### config.mk
export PLATFORM = sky130hd
export DESIGN_NAME = tdp_ctrl
export DESIGN_NICKNAME = d
export VERILOG_FILES = /design/src/design/tdp_pkg.sv /design/src/design/tdp_ctrl.sv
export SDC_FILE = /design/constraint.sdc
export NUM_CORES = 1
export LEC_CHECK = 0
export BUFFER_PORTS_ARGS = -buffer_cell sky130_fd_sc_hd__buf_2
export CAP_MARGIN = 30
export CORE_AREA = 4 4 41 43
export DETAILED_ROUTE_END_ITERATION = 7
export DIE_AREA = 0 0 45 47
export GPL_ROUTABILITY_DRIVEN = 0
export PLACE_DENSITY = 0.51
export SYNTH_ARGS = -nofsm -noshare
export SYNTH_HDL_FRONTEND = slang
export SYNTH_SLANG_ARGS = --single-unit
### constraint.sdc
create_clock -name clk -period 0.9 [get_ports clk]
set_input_delay 0.18 -clock clk [delete_from_list [all_inputs] [get_ports clk]]
set_output_delay 0.18 -clock clk [all_outputs]
set_load 0.01 [all_outputs]
### src/design/tdp_pkg.sv
// ----------------------------------------------------------------------------
// tdp_pkg: shared constants and types for the trial-division prime test
// Widths of the candidate, trial divisor and running square, plus the
// command and status words passed between controller and datapath.
// ----------------------------------------------------------------------------
`default_nettype none

package tdp_pkg;

	// candidate width
	localparam int VALUE_BITS = 31;
	// trial divisor never exceeds about sqrt(2^VALUE_BITS) + 2
	localparam int DIV_BITS   = (VALUE_BITS + 1) / 2 + 1;
	// running square of the divisor
	localparam int SQ_BITS    = 2 * DIV_BITS;
	// bit index into the candidate for the remainder unit
	localparam int CNT_BITS   = (VALUE_BITS > 1) ? $clog2(VALUE_BITS) : 1;

	// controller -> datapath
	typedef struct packed {
		logic load;       // capture candidate, divisor = 3, square = 9
		logic div_start;  // clear remainder, point at candidate MSB
		logic div_step;   // one restoring remainder step
		logic advance;    // divisor += 2, square updated
	} tdp_cmd_t;

	// datapath -> controller
	typedef struct packed {
		logic trivial;        // below two or even
		logic trivial_prime;  // candidate equals two
		logic over_bound;     // divisor squared exceeds candidate
		logic div_last;       // remainder step on bit 0
		logic rem_zero;       // remainder is zero
	} tdp_status_t;

endpackage : tdp_pkg

`default_nettype wire

### src/design/tdp_ctrl.sv
// ----------------------------------------------------------------------------
// tdp_ctrl: sequencer for the prime test
// Screens trivial cases, then loops bound check, remainder and advance
// until a divisor hits or the bound is passed; drives the result strobe.
// ----------------------------------------------------------------------------
`default_nettype none

module tdp_ctrl (
	input  wire logic                 clk,
	input  wire logic                 arst_n,
	input  wire logic                 start,
	input  wire tdp_pkg::tdp_status_t status,
	output tdp_pkg::tdp_cmd_t         cmd,
	output logic                      busy,
	output logic                      done,
	output logic                      prime
);
	import tdp_pkg::*;

	localparam logic [1:0] S_IDLE  = 2'd0;
	localparam logic [1:0] S_CHECK = 2'd1;
	localparam logic [1:0] S_DIV   = 2'd2;
	localparam logic [1:0] S_TEST  = 2'd3;

	logic [1:0] state_q;
	logic [1:0] state_d;
	logic       done_q;
	logic       done_d;
	logic       prime_q;
	logic       prime_d;

	// next state and commands
	always_comb begin
		state_d = state_q;
		done_d  = 1'b0;
		prime_d = prime_q;
		cmd     = '0;
		case (state_q)
			S_IDLE: begin
				if (start) begin
					cmd.load = 1'b1;
					state_d  = S_CHECK;
				end
			end
			S_CHECK: begin
				if (status.trivial) begin
					done_d  = 1'b1;
					prime_d = status.trivial_prime;
					state_d = S_IDLE;
				end else if (status.over_bound) begin
					done_d  = 1'b1;
					prime_d = 1'b1;
					state_d = S_IDLE;
				end else begin
					cmd.div_start = 1'b1;
					state_d       = S_DIV;
				end
			end
			S_DIV: begin
				cmd.div_step = 1'b1;
				if (status.div_last) begin
					state_d = S_TEST;
				end
			end
			S_TEST: begin
				if (status.rem_zero) begin
					done_d  = 1'b1;
					prime_d = 1'b0;
					state_d = S_IDLE;
				end else begin
					cmd.advance = 1'b1;
					state_d     = S_CHECK;
				end
			end
			default: begin
				state_d = S_IDLE;
			end
		endcase
	end

	// control state
	always_ff @(posedge clk or negedge arst_n) begin
		if (!arst_n) begin
			state_q <= S_IDLE;
			done_q  <= 1'b0;
			prime_q <= 1'b0;
		end else begin
			state_q <= state_d;
			done_q  <= done_d;
			prime_q <= prime_d;
		end
	end

	assign busy  = (state_q != S_IDLE);
	assign done  = done_q;
	assign prime = prime_q;

endmodule : tdp_ctrl

`default_nettype wire
Word-level counts from Yosys, hierarchy flattened --
Index checks and enable logic that the tools add are counted.
Storage, ports and cells: flip-flop bits (word level) 4, bits of input ports 8, output and inout bits 7, logic and storage cells 37
Cells by class: equality and inequality tests 7, multiplexer cells 22, reductions and logical operators 5
Operator list (number):
- two-way mux 1 bit | 15
- two-way mux 2 bit | 4
- case mux 2 bit (4 select lines) | 1
- inequality test 2 bit (second input constant) | 3
- equality test 2 bit (second input constant) | 2
- case mux 1 bit (2 select lines) | 2
- nonzero test 2 bit | 2
- inequality test 3 bit (second input constant) | 1
- AND reduction 3 bit | 1
- equality test 2 x 1 -> 1 bit (second input constant) | 1
- logical NOT 2 bit | 1
- AND reduction 2 bit | 1

Depth between registers and ports, before layout --
Gate-level depths: netlist of run 1.
depth in word-level cells 3, depth in mapped cells 3, gate-level depth less buffers 3

Least setup slack after synthesis of run 1 --
Ideal clock, no wire load.
path kind register to output, start register state_q[0], end output cmd[3] (netlist name), arrival time 0.923 ns, data required time 0.720 ns, setup slack -0.203 ns, cell stages (with the launch flop) 3, buffers on the path 0, path through dfrtp_1 -> or2_2 -> nor2_1
RTL lines:
- from (decl) | line tdp_ctrl.sv:25 | logic [1:0] state_q;
- from (signal assigned) | line tdp_ctrl.sv:88 | state_q <= state_d;
- to (decl) | line tdp_ctrl.sv:13 | output tdp_pkg::tdp_cmd_t cmd,

==> impl_metrics.py, run 1 <==
metrics = {
    "global_routing": {
        "antenna_found_initial": 0,
        "global_route.overflow_total": 0,
        "number_of_global_route_vias_before_repair": 251,
        "grt_max_degree": 5,
        "grt_pass1_wl_um": 1055,
        "groute.usage.overall_pct": 7.540,
    },
    "yosys": {
        "yosysUniqueCellTypes": 14,
        "synthDominantAreaCellType": "sky130_fd_sc_hd__dfrtp_1",
        "yosysSeqAreaShare_pct": 44.44,
        "synthesis.yosys.warnings": 0,
        "netlist_area_um2": 225.2,
        "syn_inst": 21,
        "synthesis.nets": 29,
        "ys_seq_elements": 4,
        "postSynthAreaPerCell_um2": 10.72,
        "synth.top_cell.area_share_pct": 44.44,
        "yosys-top-cells-area": "sky130_fd_sc_hd__dfrtp_1 (44%), sky130_fd_sc_hd__o311a_4 (9.4%), sky130_fd_sc_hd__nand2b_1 (5.6%), sky130_fd_sc_hd__o22ai_2 (5.6%), sky130_fd_sc_hd__inv_1 (5.0%)",
    },
    "cells_and_area": {
        "final_layout_size_suffix_gt1_share_pct": 77.08,
        "syn2layout_area_growth_pct": 113.9,
        "n_antenna_cell": 0,
        "share_of_the_core_filled_with_cells_pct": 37.02,
        "nets": 57,
    },
    "critical_path": {
        "crit_type": "register to output pin",
        "r2r_end": "prime$_DFFE_PN0P_",
        "path_max_fanout": 4,
        "reg2reg_setup_slack_ps": -290,
        "arrival_ps": 1110,
        "crit_path_max_incr_delay_ps": 410,
        "cp_cell_sequence": "or2_4, nor2_4, buf_6",
        "r2r_cells": 4,
        "crit_path_end_kind": "output pin",
        "startpoint_kind_of_the_worst_setup_timing_path": "register",
        "crit_slowest_cell": "sky130_fd_sc_hd__dfrtp_2",
        "critical_path_required_ps": 720,
        "startpoint": "state_q[0]$_DFFE_PN0P_",
    },
    "floorplanning": {
        "core_area_mm2": 0.001301,
        "fp.dieH_um": 47,
        "design.die.area_mm2": 0.002115,
        "initial_core_util_pct": 17.31,
        "placement_rows": 13,
        "ioPinCount": 15,
        "chipWidth_um": 45,
    },
    "hold_path": {
        "holdCritStartpoint": "status[3]",
        "worstHoldPathType": "primary input to register",
        "holdPathEnd": "prime$_DFFE_PN0P_",
        "min_delay_path_depth": 3,
    },
    "sta": {
        "timing.final.crit_share_pct": 143.4,
        "final_critical_path_setup_slack_ps": -390.2,
        "timing.max_slew.rel_slack_pct": 88.69,
        "timing.clock.skew_ps": 9.838,
        "max_slew_vio_count": 0,
        "finalSetupViolCount": 10,
        "worst_slew_pin_slew_ps": 164.9,
        "period_needed_ps": 1290,
        "grt_setup_unrepaired": "yes",
        "fmaxAchievable_mhz": 775.1,
        "hold_violations": 0,
    },
    "clock_tree": {
        "tritoncts": "yes",
        "path_clk_slew_ps": 40,
        "tritoncts.num_buffers": 3,
        "cts_max_path_buffers": 2,
        "h-tree-depth": 1,
        "cts.sinks": 4,
        "cts-root-buf": "sky130_fd_sc_hd__clkbuf_4",
        "insertion_delay_ps": 240,
    },
    "placement": {
        "placement.io_buffers": 14,
        "dp.final_hpwl_um": 484.8,
    },
    "power_and_ir_drop": {
        "vdd.ir_drop.worst_mv": 1.511,
        "netSwitchingPower_w": 0.0005821,
        "leakage_nw": 0.2533,
        "internal_power_w": 0.001136,
        "power.share.combinational_pct": 66.0,
        "share_clk_of_total_power_pct": 14.0,
        "power.share.switching_pct": 33.89,
        "pwr-share-seq_pct": 20.0,
        "fin_total_pwr_w": 0.001718,
        "powerDensity_mw_per_mm2": 3566,
    },
    "drt": {
        "postRouteAntennaNets": 0,
        "wire_per_inst_um": 10.21,
        "vias": 243,
        "via_per_inst": 3.857,
        "remaining_drc_errors": 0,
        "detail_route.iter0.violations": 2,
        "final_routed_wirelength_um": 643,
        "dr.pass1.iters": 2,
    },
    "flow_run": {
        "timing.max_cap.violations": 0,
    },
    "outcome": {
        "violated_checks": "setup timing",
        "result_of_the_run": "finished with violations",
    },
}
Yosys cell counts (all sizes together):
| master | instances |
|---|---|
| dfrtp | 4 |
| or2 | 2 |
| nand2 | 1 |
| mux2i | 1 |
| o311a | 1 |
| o211a | 1 |
| a21oi | 1 |
| and2b | 1 |
| nor3 | 1 |
| nand2b | 2 |
| nor2 | 2 |
| o22ai | 1 |
| inv | 3 |
worst max path at each step:
stage,slack [ps],endpoint
final,-390,cmd[3]
after global routing,-440,cmd[2]
after CTS,-390,cmd[3]
after detailed placement,-210,cmd[2]
after global placement,-170,cmd[2]
after floorplan,-90,register
worst max-delay path, delay by kind of cell, from the launching register on:
family,cells,cell delay (ps)
buf+inv,1,100
flops,1,410
simple gates,2,360
logic make-up (layout without fill, tap and decap cells):
kind of cell | after synthesis | in the layout | synth area share (%)
AOI/OAI and AO/OA | 4 | 4 | 21.66
buffers and inverters | 3 | 30 | 5.000
DFF | 4 | 4 | 44.45
muxes | 1 | 1 | 4.445
and+or+nand+nor | 9 | 9 | 24.45
power by group through the flow:
stage | combinational [W] | clock (W) | sequential, W
after global routing | 0.00122 | 0.000275 | 0.000357
final | 0.00113 | 0.000241 | 0.000343
after CTS | 0.000954 | 0.000256 | 0.000343
after floorplan | 0.000412 | 0 | 0.000392
after detailed placement | 0.000744 | 0 | 0.000366
after global placement | 0.000754 | 0 | 0.000361
through the flow:
stage | setup WS (ps) | TNS [ps] | instances | cell area (µm²) | hold WS, ps
2_1_floorplan | -87.16 | -276.6 | 21 | 250.2 | -115.6
3_5_place_dp | -209.2 | -942.6 | 53 | 361.6 | -6.358
4_1_cts | -393.8 | -2473 | 61 | 445.4 | 228.3
5_1_grt | -442.3 | -3124 | 63 | 481.7 | 239.3
6_report | -390.2 | -2691 | 63 | 481.7 | 234.7
3_3_place_gp | -172.2 | -832.2 | 53 | 361.6 | -4.064
placed cells by master, fill, tap and decap left out, drive strengths merged:
| master | instances |
|---|---|
| nor3 | 1 |
| buf | 22 |
| nand2b | 2 |
| or2 | 2 |
| a21oi | 1 |
| o211a | 1 |
| nor2 | 2 |
| clkbuf | 4 |
| dfrtp | 4 |
| inv | 3 |
| o311a | 1 |
| mux2i | 1 |
| dlygate4sd3 | 1 |
| o22ai | 1 |
| and2b | 1 |
| nand2 | 1 |
layer usage:
| layer | GRT usage [%] | part of all wire, % | vias up |
|---|---|---|---|
| met5 | 0 | 0 | - |
| met4 | 5.263 | 0 | 0 |
| met3 | 5.364 | 14 | 0 |
| met2 | 9.605 | 36 | 15 |
| met1 | 8.756 | 49 | 102 |
| li1 | - | - | 126 |
final cells by class:
cell class                      count  area, µm²
Tap cell                           15      18.77
Inverter                            3      11.26
Timing Repair Buffer               23      173.9
Clock buffer                        4      26.28
Sequential cell                     4      102.6
Fill cell                         144      819.5
Multi-Input combinational cell     14      148.9
repair_timing:
| item | CTS | global route |
|---|---|---|
| endpoints found under the hold margin | 4 | 0 |
| buffers inserted | 3 | 2 |
| pin swaps | 3 | 1 |
| setup endpoints to repair | 9 | 11 |
| gates resized for setup | 5 | 6 |
| hold buffers | 1 | 0 |
(Power assumes the default switching activity.)
==> run 2: changes to the inputs <==
ABC_AREA = 1   (was unset)
PLACE_DENSITY = 0.5   (was 0.51)
==> run 2 against run 1 <==
The flow still finishes with violations (setup timing). Via count up 16%. Synthesized area down 3.9%. Utilization up 1.6 points. Die area unchanged. Clock-buffer cell count down 1. Worst setup slack better by 39 ps. Critical path type unchanged. Critical endpoint unchanged.
==> impl_metrics.py, run 2 <==
metrics = {
    "floorplanning": {
        "initial_core_util_pct": 16.63,
        "ioPinCount": 15,
        "core_area_mm2": 0.001301,
        "fp.dieH_um": 47,
        "chipWidth_um": 45,
        "design.die.area_mm2": 0.002115,
        "placement_rows": 13,
    },
    "drt": {
        "via_per_inst": 3.724,
        "detail_route.iter0.violations": 1,
        "final_routed_wirelength_um": 702,
        "remaining_drc_errors": 0,
        "top_layer": "met3",
        "dr.pass1.iters": 2,
        "postRouteAntennaNets": 0,
        "wl_met1_um": 257,
        "vias": 283,
        "dr_wl_met3_um": 57,
        "met2_wirelength_um": 387,
        "wire_per_inst_um": 9.237,
    },
    "yosys": {
        "synthDominantAreaCellType": "sky130_fd_sc_hd__dfrtp_1",
        "netlist_area_um2": 216.5,
        "ys_seq_elements": 4,
        "yosysUniqueCellTypes": 7,
        "synthesis.nets": 40,
        "synth.top_cell.area_share_pct": 46.24,
        "synth-main-ff-cell": "sky130_fd_sc_hd__dfrtp_1",
        "yosys-top-cells-area": "sky130_fd_sc_hd__dfrtp_1 (46%), sky130_fd_sc_hd__nand2_1 (16%), sky130_fd_sc_hd__inv_1 (14%), sky130_fd_sc_hd__nand3_1 (9.2%), sky130_fd_sc_hd__nor2_1 (6.9%)",
        "synthesis.yosys.warnings": 0,
        "postSynthAreaPerCell_um2": 6.764,
        "synth-async-reset-ratio_pct": 100.0,
        "yosys.cell_count.top_type": "sky130_fd_sc_hd__nand2_1",
        "ys_top_cells_by_count": "sky130_fd_sc_hd__nand2_1 (9), sky130_fd_sc_hd__inv_1 (8), sky130_fd_sc_hd__dfrtp_1 (4), sky130_fd_sc_hd__nand3_1 (4), sky130_fd_sc_hd__nor2_1 (4)",
        "yosysSeqAreaShare_pct": 46.24,
        "synth-edff-count": 0,
        "syn_inst": 32,
    },
    "sta": {
        "final.setup.tns_ps": -2039,
        "period_needed_ps": 1251,
        "finalSetupViolCount": 10,
        "max_slew_vio_count": 0,
        "worst_slew_pin_slew_ps": 138.3,
        "fmaxAchievable_mhz": 799.3,
        "hold_violations": 0,
        "timing.clock.skew_ps": 6.130,
        "timing.max_slew.rel_slack_pct": 90.78,
        "final_critical_path_setup_slack_ps": -351.1,
        "whs_ps": 207.9,
        "timing.final.crit_share_pct": 139.0,
        "grt_setup_unrepaired": "yes",
    },
    "critical_path": {
        "critical_path_required_ps": 720,
        "arrival_ps": 1070,
        "path_max_fanout": 4,
        "crit_path_end_kind": "output pin",
        "crit_type": "register to output pin",
        "startpoint_kind_of_the_worst_setup_timing_path": "register",
    },
    "placement": {
        "dp.final_hpwl_um": 441.9,
        "place_area_um2": 330.3,
        "placement.io_buffers": 14,
    },
    "cells_and_area": {
        "n_antenna_cell": 0,
        "nets": 71,
        "final_cell_area_um2": 503.0,
        "syn2layout_area_growth_pct": 132.4,
        "mostFrequentLayoutCells": "sky130_fd_sc_hd__buf_2 (11), sky130_fd_sc_hd__nand2_1 (7), sky130_fd_sc_hd__buf_6 (7), sky130_fd_sc_hd__buf_4 (7), sky130_fd_sc_hd__inv_1 (5)",
        "final_layout_size_suffix_gt1_share_pct": 67.21,
        "mostFrequentLayoutCell": "sky130_fd_sc_hd__buf_2",
    },
    "outcome": {
        "violated_checks": "setup timing",
        "result_of_the_run": "finished with violations",
    },
    "clock_tree": {
        "tritoncts.num_buffers": 3,
        "h-tree-depth": 1,
        "tritoncts": "yes",
        "path_clk_slew_ps": 40,
        "cts_max_path_buffers": 2,
        "insertion_delay_ps": 230,
        "cts-root-buf": "sky130_fd_sc_hd__clkbuf_4",
        "cts.sinks": 4,
    },
    "power_and_ir_drop": {
        "vdd.ir_drop.worst_mv": 1.222,
        "leakage_nw": 0.2985,
        "powerDensity_mw_per_mm2": 3294,
    },
    "global_routing": {
        "antenna_found_initial": 0,
        "groute.usage.overall_pct": 6.888,
        "number_of_global_route_vias_before_repair": 248,
        "global_route.overflow_total": 0,
        "grt_max_degree": 5,
        "grt_pass1_wl_um": 972,
    },
    "hold_path": {
        "worstHoldPathType": "primary input to register",
    },
    "flow_run": {
        "timing.max_cap.violations": 0,
    },
}
-- run 2: metal layers --
| metal | GRT usage, % | vias up |
|---|---|---|
| met5 | 0 | - |
| li1 | - | 154 |
| met1 | 7.551 | 121 |
| met2 | 10.17 | 8 |
| met3 | 3.448 | 0 |
| met4 | 5.263 | 0 |
-- run 2: stage by stage --
stage	setup slack (ps)	std cells	power [W]	util, %
after floorplan	-24.19	32	0.0006399	-
final	-351.1	76	0.001657	38.65
after detailed placement	-148.5	64	0.0008868	25.38
after global routing	-407.0	76	0.001791	38.65
after global placement	-122.7	64	0.0008785	25.38
after CTS	-331.7	73	0.001373	32.79
-- run 2: path summary, 6_finish.rpt --
check | startpoint | to | slack (ps) | cells past startpoint
worst max-delay path | register | cmd[3] | -350 | 4
worst min-delay path | status[1] | state_q[0]$_DFFE_PN0P_ | 210 | 3
min in group asynchronous | arst_n | state_q[0]$_DFFE_PN0P_ | 290 | 2
worst min register to register | prime$_DFFE_PN0P_ | prime$_DFFE_PN0P_ | 560 | 3
max in group asynchronous | arst_n | asynchronous set/reset pin | 480 | 2
worst max register to register | register | prime$_DFFE_PN0P_ | -160 | 6
-- run 2: final cells by class --
cell class / instances / area (µm²)
Fill cell: 142 / 798.3
Timing Repair Buffer: 26 / 196.4
Multi-Input combinational cell: 20 / 133.9
Sequential cell: 4 / 101.3
Inverter: 8 / 30.03
Clock buffer: 3 / 22.52
Tap cell: 15 / 18.77
-- run 2: logic make-up after synthesis --
logic type,synth area share [%]
AOI/OAI and AO/OA,2.310
and+or+nand+nor,37.57
buffers and inverters,13.87
DFF,46.24
-- run 2: critical path: stages (launching register included) --
cell                      delay (ps)
sky130_fd_sc_hd__dfrtp_2         440
sky130_fd_sc_hd__nor2_2          130
sky130_fd_sc_hd__inv_2            60
sky130_fd_sc_hd__nor2_2           70
sky130_fd_sc_hd__buf_2           130
-- run 2: where the power goes --
group          internal [W]  switching (W)  total (W)  leakage (nW)
Clock              0.000149      0.0000745   0.000224        0.0138
Combinational      0.000590       0.000487    0.00108         0.236
Sequential         0.000274      0.0000827   0.000357        0.0484
-- run 2: what timing repair did --
action	CTS	global route
hold endpoints to repair	4	0
hold buffers	1	0
pin swaps	3	5
setup endpoints to repair	9	11
buffers inserted	5	5
resized for setup	8	14
